==> config.mk <==
export PLATFORM = sky130hd
export DESIGN_NAME = keyframe_linear_interpolator_core
export DESIGN_NICKNAME = d
export VERILOG_FILES = /design/src/rtl/core/kli_pkg.sv /design/src/rtl/core/kli_cell.sv /design/src/rtl/core/kli_div.sv /design/src/rtl/core/keyframe_linear_interpolator_core.sv
export SDC_FILE = /design/constraint.sdc
export NUM_CORES = 2
export LEC_CHECK = 0
export BUFFER_PORTS_ARGS = -buffer_cell sky130_fd_sc_hd__buf_2
export CORE_UTILIZATION = 55
export CTS_BUF_LIST = sky130_fd_sc_hd__clkbuf_8
export DETAILED_ROUTE_END_ITERATION = 8
export PLACE_DENSITY = 0.79
export SLEW_MARGIN = 25
export SYNTH_ARGS = -nofsm -noshare
export SYNTH_HDL_FRONTEND = slang
export SYNTH_SLANG_ARGS = --single-unit
export TNS_END_PERCENT = 5
==> constraint.sdc <==
create_clock -name clk -period 12.7 [get_ports clk]
set_input_delay 1.27 -clock clk [delete_from_list [all_inputs] [get_ports clk]]
set_output_delay 1.27 -clock clk [all_outputs]
set_load 0.05 [all_outputs]
==> src/rtl/core/kli_pkg.sv <==
package kli_pkg;
	localparam int TIME_W = 24;
	localparam int RATE_W = 16;
	localparam int FRAC_W = 17;
	localparam int KC_W   = 7;
	localparam int THR_W  = 15;
	localparam int CFG_W  = 15;
	localparam int IDX_W  = 6;
	localparam int MODE_W = 2;

	localparam logic ACT_WRITE = 1'b0;
	localparam logic ACT_QUERY = 1'b1;

	localparam logic REG_KEY_COUNT = 1'b0;
	localparam logic REG_BLEND_THR = 1'b1;

	localparam logic [MODE_W-1:0] MODE_SKIP  = 2'd0;
	localparam logic [MODE_W-1:0] MODE_BLEND = 2'd1;
	localparam logic [MODE_W-1:0] MODE_FULL  = 2'd2;

	localparam logic signed [RATE_W-1:0] FULL_RATE = 16'sd16384;

	typedef struct packed {
		logic [TIME_W-1:0]        tm;
		logic signed [RATE_W-1:0] rt;
	} key_t;
endpackage

==> src/rtl/core/kli_cell.sv <==
// One keyframe slot of the ring: load on a write, take the neighbor's key on a shift.
module kli_cell (
	input  logic          clk,
	input  logic          ld,
	input  logic          sh,
	input  kli_pkg::key_t ld_key,
	input  kli_pkg::key_t nb_key,
	output kli_pkg::key_t key
);
	import kli_pkg::*;

	key_t key_q;

	always_ff @(posedge clk) begin
		if (ld) begin
			key_q <= ld_key;
		end else if (sh) begin
			key_q <= nb_key;
		end
	end

	assign key = key_q;
endmodule

==> src/rtl/core/kli_div.sv <==
// Restoring divider: quotient of (num << 16) / den, one bit per cycle.
// Requires num <= den, so the quotient fits in FRAC_W bits.
module kli_div (
	input  logic                        clk,
	input  logic                        arst_n,
	input  logic                        start,
	input  logic [kli_pkg::TIME_W-1:0]  num,
	input  logic [kli_pkg::TIME_W-1:0]  den,
	output logic                        done,
	output logic [kli_pkg::FRAC_W-1:0]  quo
);
	import kli_pkg::*;

	localparam int CNT_W = $clog2(FRAC_W + 1);

	logic [TIME_W:0]   rem_q;
	logic [TIME_W-1:0] den_q;
	logic [FRAC_W-1:0] quo_q;
	logic [CNT_W-1:0]  cnt_q;
	logic              busy_q;
	logic              done_q;

	logic [TIME_W:0]   trial;
	logic              ge;

	always_comb begin
		trial = (cnt_q == CNT_W'(FRAC_W)) ? rem_q : {rem_q[TIME_W-1:0], 1'b0};
		ge    = trial >= {1'b0, den_q};
	end

	always_ff @(posedge clk or negedge arst_n) begin
		if (!arst_n) begin
			busy_q <= 1'b0;
			done_q <= 1'b0;
			cnt_q  <= '0;
		end else if (start) begin
			busy_q <= 1'b1;
			done_q <= 1'b0;
			cnt_q  <= CNT_W'(FRAC_W);
		end else if (busy_q) begin
			cnt_q <= cnt_q - 1'b1;
			if (cnt_q == CNT_W'(1)) begin
				busy_q <= 1'b0;
				done_q <= 1'b1;
			end
		end else begin
			done_q <= 1'b0;
		end
	end

	always_ff @(posedge clk) begin
		if (start) begin
			rem_q <= {1'b0, num};
			den_q <= den;
			quo_q <= '0;
		end else if (busy_q) begin
			rem_q <= ge ? (trial - {1'b0, den_q}) : trial;
			quo_q <= {quo_q[FRAC_W-2:0], ge};
		end
	end

	assign done = done_q;
	assign quo  = quo_q;
endmodule

==> src/rtl/core/keyframe_linear_interpolator_core.sv <==
// Piecewise linear keyframe interpolator. Keys (Q16.8 time, Q2.14 rate) sit in a
// ring of MAX_KEYS cells. A write item stores one key and gives no result; writes
// to a slot at or beyond MAX_KEYS are dropped. In a query with keys in use, the
// ring rotates once to fetch the last key in use (clamp bound), once more to scan
// for the bracketing pair, then, unless the right key is taken as is, a bit-serial
// divider computes the fraction, followed by one multiply, one add and the output
// load. Both rotations are full turns, so the ring is back at home position when
// the block goes idle. A finished result waits in the output register while the
// next item transfers.
module keyframe_linear_interpolator_core #(
	parameter int MAX_KEYS = 64
) (
	input  logic                               clk,
	input  logic                               arst_n,
	input  logic                               in_valid,
	output logic                               in_stall,
	input  logic                               action,
	input  logic [kli_pkg::IDX_W-1:0]          key_index,
	input  logic [kli_pkg::TIME_W-1:0]         key_time,
	input  logic signed [kli_pkg::RATE_W-1:0]  key_rate,
	input  logic [kli_pkg::TIME_W-1:0]         query_time,
	output logic                               out_valid,
	input  logic                               out_stall,
	output logic signed [kli_pkg::RATE_W-1:0]  rate,
	output logic [kli_pkg::MODE_W-1:0]         apply_mode,
	input  logic                               cfg_we,
	input  logic                               cfg_index,
	input  logic [kli_pkg::CFG_W-1:0]          cfg_wdata
);
	import kli_pkg::*;

	localparam int IW = (MAX_KEYS > 1) ? $clog2(MAX_KEYS) : 1;
	localparam int NW = $clog2(MAX_KEYS + 1);

	// Sequencer codes
	localparam logic [2:0] ST_IDLE  = 3'd0;
	localparam logic [2:0] ST_PASS1 = 3'd1;
	localparam logic [2:0] ST_PASS2 = 3'd2;
	localparam logic [2:0] ST_CHK   = 3'd3;
	localparam logic [2:0] ST_DIV   = 3'd4;
	localparam logic [2:0] ST_MUL   = 3'd5;
	localparam logic [2:0] ST_ADD   = 3'd6;
	localparam logic [2:0] ST_FIN   = 3'd7;

	// Configuration
	logic [KC_W-1:0]  key_count_q;
	logic [THR_W-1:0] blend_thr_q;

	always_ff @(posedge clk or negedge arst_n) begin
		if (!arst_n) begin
			key_count_q <= KC_W'(1);
			blend_thr_q <= THR_W'(16);
		end else if (cfg_we) begin
			case (cfg_index)
				REG_KEY_COUNT: key_count_q <= cfg_wdata[KC_W-1:0];
				REG_BLEND_THR: blend_thr_q <= cfg_wdata[THR_W-1:0];
				default: ;
			endcase
		end
	end

	// Keys in use, limited to the ring size, and the index of the last one
	logic [NW-1:0] n_keys;
	logic [IW-1:0] last_idx;

	always_comb begin
		n_keys   = (32'(key_count_q) > 32'(MAX_KEYS)) ? NW'(MAX_KEYS) : NW'(key_count_q);
		last_idx = IW'(n_keys - NW'(1));
	end

	logic [2:0] state_q;
	logic       in_go;
	logic       wr_go;
	logic       shift;

	assign in_stall = (state_q != ST_IDLE);
	assign in_go    = in_valid && !in_stall;
	assign wr_go    = in_go && (action == ACT_WRITE);
	assign shift    = (state_q == ST_PASS1) || (state_q == ST_PASS2);

	// Ring of key cells; cell 0 is the head the sequencer looks at
	key_t cell_key [MAX_KEYS];
	key_t wr_key;

	assign wr_key = '{tm: key_time, rt: key_rate};

	for (genvar k = 0; k < MAX_KEYS; k++) begin : g_cell
		kli_cell u_cell (
			.clk    (clk),
			.ld     (wr_go && (32'(key_index) == k)),
			.sh     (shift),
			.ld_key (wr_key),
			.nb_key (cell_key[(k + 1) % MAX_KEYS]),
			.key    (cell_key[k])
		);
	end

	key_t head;
	assign head = cell_key[0];

	// Query datapath
	logic [IW-1:0]                   ptr_q;
	logic [TIME_W-1:0]               f_q;
	logic [TIME_W-1:0]               t0_q, t1_q;
	logic signed [RATE_W-1:0]        r0_q, r1_q;
	logic                            found_q;
	logic                            hit0_q;
	logic signed [RATE_W-1:0]        res_q;
	logic [FRAC_W-1:0]               frac_q;
	logic signed [RATE_W+FRAC_W+1:0] prod_s1;
	logic                            ptr_end;
	logic                            div_start;
	logic                            div_done;
	logic [FRAC_W-1:0]               div_quo;
	logic                            direct;
	logic                            out_free;
	logic signed [RATE_W:0]          rdiff;
	logic signed [RATE_W+2:0]        rsum;

	assign ptr_end   = (ptr_q == IW'(MAX_KEYS - 1));
	// First key, single key, or a degenerate pair: take the right key as is
	assign direct    = hit0_q || (t1_q <= t0_q) || (f_q <= t0_q);
	assign div_start = (state_q == ST_CHK) && !direct;
	assign out_free  = !out_valid || !out_stall;
	assign rdiff     = RATE_W'(0) + ({r1_q[RATE_W-1], r1_q} - {r0_q[RATE_W-1], r0_q});
	assign rsum      = {{3{r0_q[RATE_W-1]}}, r0_q} + prod_s1[RATE_W+FRAC_W+1:FRAC_W-1];

	kli_div u_div (
		.clk    (clk),
		.arst_n (arst_n),
		.start  (div_start),
		.num    (f_q - t0_q),
		.den    (t1_q - t0_q),
		.done   (div_done),
		.quo    (div_quo)
	);

	always_ff @(posedge clk or negedge arst_n) begin
		if (!arst_n) begin
			state_q <= ST_IDLE;
			ptr_q   <= '0;
			found_q <= 1'b0;
		end else begin
			case (state_q)
				ST_IDLE: begin
					if (in_go && (action == ACT_QUERY)) begin
						ptr_q   <= '0;
						found_q <= 1'b0;
						state_q <= (n_keys == '0) ? ST_FIN : ST_PASS1;
					end
				end
				ST_PASS1: begin
					ptr_q <= ptr_end ? '0 : ptr_q + 1'b1;
					if (ptr_end) begin
						state_q <= ST_PASS2;
					end
				end
				ST_PASS2: begin
					if (!found_q && ((ptr_q == last_idx) || (f_q <= head.tm))) begin
						found_q <= 1'b1;
					end
					ptr_q <= ptr_end ? '0 : ptr_q + 1'b1;
					if (ptr_end) begin
						state_q <= ST_CHK;
					end
				end
				ST_CHK: state_q <= direct ? ST_FIN : ST_DIV;
				ST_DIV: begin
					if (div_done) begin
						state_q <= ST_MUL;
					end
				end
				ST_MUL: state_q <= ST_ADD;
				ST_ADD: state_q <= ST_FIN;
				ST_FIN: begin
					if (out_free) begin
						state_q <= ST_IDLE;
					end
				end
				default: state_q <= ST_IDLE;
			endcase
		end
	end

	always_ff @(posedge clk) begin
		case (state_q)
			ST_IDLE: begin
				f_q   <= query_time;
				res_q <= '0;
			end
			ST_PASS1: begin
				// clamp the frame to the last key in use
				if ((ptr_q == last_idx) && (f_q > head.tm)) begin
					f_q <= head.tm;
				end
			end
			ST_PASS2: begin
				if (!found_q) begin
					if ((ptr_q == last_idx) || (f_q <= head.tm)) begin
						t1_q   <= head.tm;
						r1_q   <= head.rt;
						hit0_q <= (ptr_q == '0);
					end else begin
						t0_q <= head.tm;
						r0_q <= head.rt;
					end
				end
			end
			ST_CHK: res_q <= r1_q;
			ST_DIV: begin
				if (div_done) begin
					frac_q <= div_quo;
				end
			end
			ST_MUL: prod_s1 <= rdiff * $signed({1'b0, frac_q});
			ST_ADD: res_q <= rsum[RATE_W-1:0];
			default: ;
		endcase
	end

	// Output register
	logic                      out_valid_q;
	logic signed [RATE_W-1:0]  rate_q;
	logic [MODE_W-1:0]         mode_q;
	logic                      fin_go;

	assign fin_go = (state_q == ST_FIN) && out_free;

	always_ff @(posedge clk or negedge arst_n) begin
		if (!arst_n) begin
			out_valid_q <= 1'b0;
		end else if (fin_go) begin
			out_valid_q <= 1'b1;
		end else if (!out_stall) begin
			out_valid_q <= 1'b0;
		end
	end

	always_ff @(posedge clk) begin
		if (fin_go) begin
			rate_q <= res_q;
			if (res_q == FULL_RATE) begin
				mode_q <= MODE_FULL;
			end else if (res_q > $signed({1'b0, blend_thr_q})) begin
				mode_q <= MODE_BLEND;
			end else begin
				mode_q <= MODE_SKIP;
			end
		end
	end

	assign out_valid  = out_valid_q;
	assign rate       = rate_q;
	assign apply_mode = mode_q;
endmodule

==> metrics.md <==
| Metric | Value |
|---|---|
| Syn_area_per_cell | `15.9 sq um` |
| Fin. Hold Viols | `0` |
| Worst Setup SP | `r0_q[0]` |
| Post-CTS Setup Bufs | `0` |
| Seq pwr share | `48.8%` |
| Final wirelength | `290 mm` |
| Seq/Total Area, Yosys | `63.2%` |
| Longest Clk Path Bufs | `4` |
| Initial antenna violation count | `15` |
| VDD IR max | `0.000215 V` |
| Vias | `71400` |
| Synth Register Bits | `2838` |
| Syn nets | `9025` |
| Crit path DAT | `9.24 ns` |
| Setup TNS | `0 ns` |
| Crit end category | `flop` |
| DRC viols | `0` |
| Internal power | `0.0236 W` |
| Min-Delay Path Class | `primary input to asynchronous set/reset pin` |
| Post-synthesis cell count | `8451` |
| Dpl hpwl | `174 mm` |
| Inst Count DP | `11300` |
| CTS Hold Buffers Added | `0` |
| Commonest non-fill, non-tap cells in the layout | `edfxtp_1 (2780), mux2_2 (2567), inv_1 (559), clkbuf_8 (460), nand2_1 (405)` |
| Most common cell after layout, fill and taps aside | `edfxtp_1` |
| Max-slew headroom | `24.6%` |
| DR iter-0 viols | `5702` |
| Clock network power share | `20.5%` |
| CTS tree | `done` |
| FF-to-FF path depth | `32` |
| Initial core utilization | `55.3%` |
| RR Startpoint | `r0_q[0]` |
| Prevailing post-synth register cell | `edfxtp_1` |
| Setup CP Type | `flop to flop` |
| Synth-to-layout area growth | `9.00%` |
| Average wire per standard cell | `23.9 um` |
| Drt via density | `5.89` |
| Post-synth EDFFs | `2780` |
| Die height | `496 um` |
| Worst path slowest cell | `fa_1` |
| Most frequent CP cell | `fa_1` |
| Leakage Power | `52.8 nW` |
| Worst clock skew | `0.0972 ns` |
| Net switching power | `0.0108 W` |
| Core box area | `243000 sq um` |
| Fin. max-slew vios | `0` |
| Worst Hold Slack | `0.346 ns` |
| Final min period | `8.48 ns` |
| Tcrit/Tclk final | `66.8%` |
| Pin count of the biggest net entering global routing | `75` |
| Worst-path clk slew | `0.06 ns` |
| Reg2reg setup slack | `4.22 ns` |
| Share of cells above drive strength 1 | `39.2%` |
| Final setup vio count | `0` |
| Number of global-route vias before repair | `75200` |
| Net count, final | `9147` |
| Max-Cap Viols | `0` |
| Post-CTS sizing | `0` |
| Syn. warnings | `0` |
| Worst setup endpoint | `prod_s1[25]` |
| DP Area | `138000 sq um` |
| Critical Path RT | `13.45 ns` |
| Gate power share | `30.7%` |
| Max Fclk | `0.118 GHz` |
| H-tree depth | `5` |
| Non-filler instance count after layout | `12100` |
| Power Total | `0.0344 W` |
| Final antenna-violating net count | `0` |
| R2R Path End | `prod_s1[25]` |
| Number of cell rows | `181` |
| Clock Latency Late Sink | `1.11 ns` |
| Overflow after GRT | `0` |
| Clock Tree Root | `clkbuf_8` |
| Tot GR Track Use | `23.7%` |
| Asr flop ratio synth | `1.41%` |
| Max Fanout on Critical Path | `17` |
| Final Wtd Congestion | `0.868` |
| Die area | `246000 sq um` |
| Die Wd | `496 um` |
| Fin area | `146000 sq um` |
| Netlist cell types | `94` |
| CTS buffer count | `450` |
| RSZ-0062 raised after global routing | `false` |
| First-pass GRT wire length | `451 mm` |
| Status | `completed` |
| PD cells | `235 nW/um^2` |
| CP Launch Type | `flop` |
| Worst-Margin Slew | `1.13 ns` |
| CP max stage delay | `0.53 ns` |
| Port Buffers | `111` |
| Net Sw Frac | `31.5%` |
| Synth Cell Area | `134000 sq um` |
| TritonRoute pass-1 iters | `6` |
| Number of clock sinks | `2838` |
| # IOs | `112` |
sequential cells by signal, indices dropped and copies added (netlist names), 5 cells and up:
| name | cells |
|---|---|
| blend_thr_q | 15 |
| f_q | 24 |
| frac_q | 17 |
| g_cell.u_cell.key | 2560 |
| key_count_q | 7 |
| prod_s1 | 16 |
| ptr_q | 6 |
| r0_q | 16 |
| r1_q | 16 |
| rate | 16 |
| res_q | 16 |
| t0_q | 24 |
| t1_q | 24 |
| u_div.cnt_q | 5 |
| u_div.den_q | 24 |
| u_div.quo | 17 |
| u_div.rem_q | 25 |
critical path: cells and delay by family (launching register included):
kind	cells	cell delay, ns
adder cells (fa/ha/maj)	9	3.94
AO/OA/AOI/OAI	10	2.19
AND/OR/NAND/NOR	5	0.62
buffers and inverters	6	0.56
XOR/XNOR	2	0.45
flip-flops	1	0.41
per-layer routing:
| layer | GRT usage [%] | wire length [um] | vias to the layer above |
|---|---|---|---|
| li1 | - | - | 31700 |
| met1 | 32.4 | 125000 | 37100 |
| met2 | 39.7 | 143000 | 2089 |
| met3 | 3.26 | 14800 | 512 |
| met4 | 6.61 | 6780 | 0 |
| met5 | 0 | 0 | - |
power by group through the flow:
stage / clock network, W / logic (W) / registers, W
finish: 0.00706 / 0.0106 / 0.0168
global route: 0.00755 / 0.0117 / 0.0171
CTS: 0.00716 / 0.0106 / 0.0168
detailed placement: 0 / 0.0105 / 0.0169
global placement: 0 / 0.0101 / 0.0169
floorplan: 0 / 0.00763 / 0.0166
cell usage after synthesis (38+ instances only):
| library cell | count | share of area (%) |
|---|---|---|
| ha_1 | 254 | 2.4 |
| clkbuf_1 | 314 | 0.88 |
| o21ai_0 | 90 | 0.34 |
| nand2b_1 | 39 | 0.18 |
| a21oi_1 | 112 | 0.42 |
| and2_1 | 100 | 0.47 |
| nand2_1 | 432 | 1.2 |
| xnor2_1 | 71 | 0.46 |
| xor2_1 | 43 | 0.28 |
| fa_1 | 228 | 3.4 |
| buf_1 | 236 | 0.66 |
| nor2_1 | 156 | 0.44 |
| dfrtp_1 | 38 | 0.71 |
| edfxtp_1 | 2780 | 62 |
| mux2_2 | 2567 | 22 |
| a21o_1 | 59 | 0.33 |
| inv_1 | 415 | 1.2 |
| buf_2 | 65 | 0.24 |
| nor2b_1 | 48 | 0.22 |
final cells by class:
class,count,area (sq um)
fill,17300,96600
sequential,2838,84800
multi-input combinational,4570,45800
clock buffer,460,6330
tap,3202,4010
timing repair buffer,297,2210
inverter,416,1560
clock inverter,319,1560
antenna,8,20.0
cell families after synthesis:
kind of cell | Yosys count | share of synthesized area [%]
adders and majority gates | 482 | 5.77
AOI/OAI and AO/OA | 432 | 2.17
DFF | 2838 | 63.2
and+or+nand+nor | 934 | 3.25
xor gates and xnor gates | 114 | 0.744
muxes | 2608 | 21.9
buffers and inverters | 1043 | 3.03
worst min path at each step:
| stage | endpoint | slack [ns] | cells after the start |
|---|---|---|---|
| floorplan | frac_q[16] | 0.41 | 0 |
| global placement | frac_q[16] | 0.41 | 0 |
| detailed placement | frac_q[16] | 0.44 | 0 |
| CTS | u_div.busy_q | 0.27 | 1 |
| global route | u_div.busy_q | 0.34 | 1 |
| finish | u_div.busy_q | 0.35 | 1 |
through the flow:
stage,worst slack [ns],utilization [%]
final,4.22,60.2
after global routing,3.65,60.2
after CTS,4.24,60.2
after detailed placement,4.29,56.9
after global placement,4.28,56.8
after floorplan,4.95,-
Note: power is estimated with default switching activity, not from simulation.
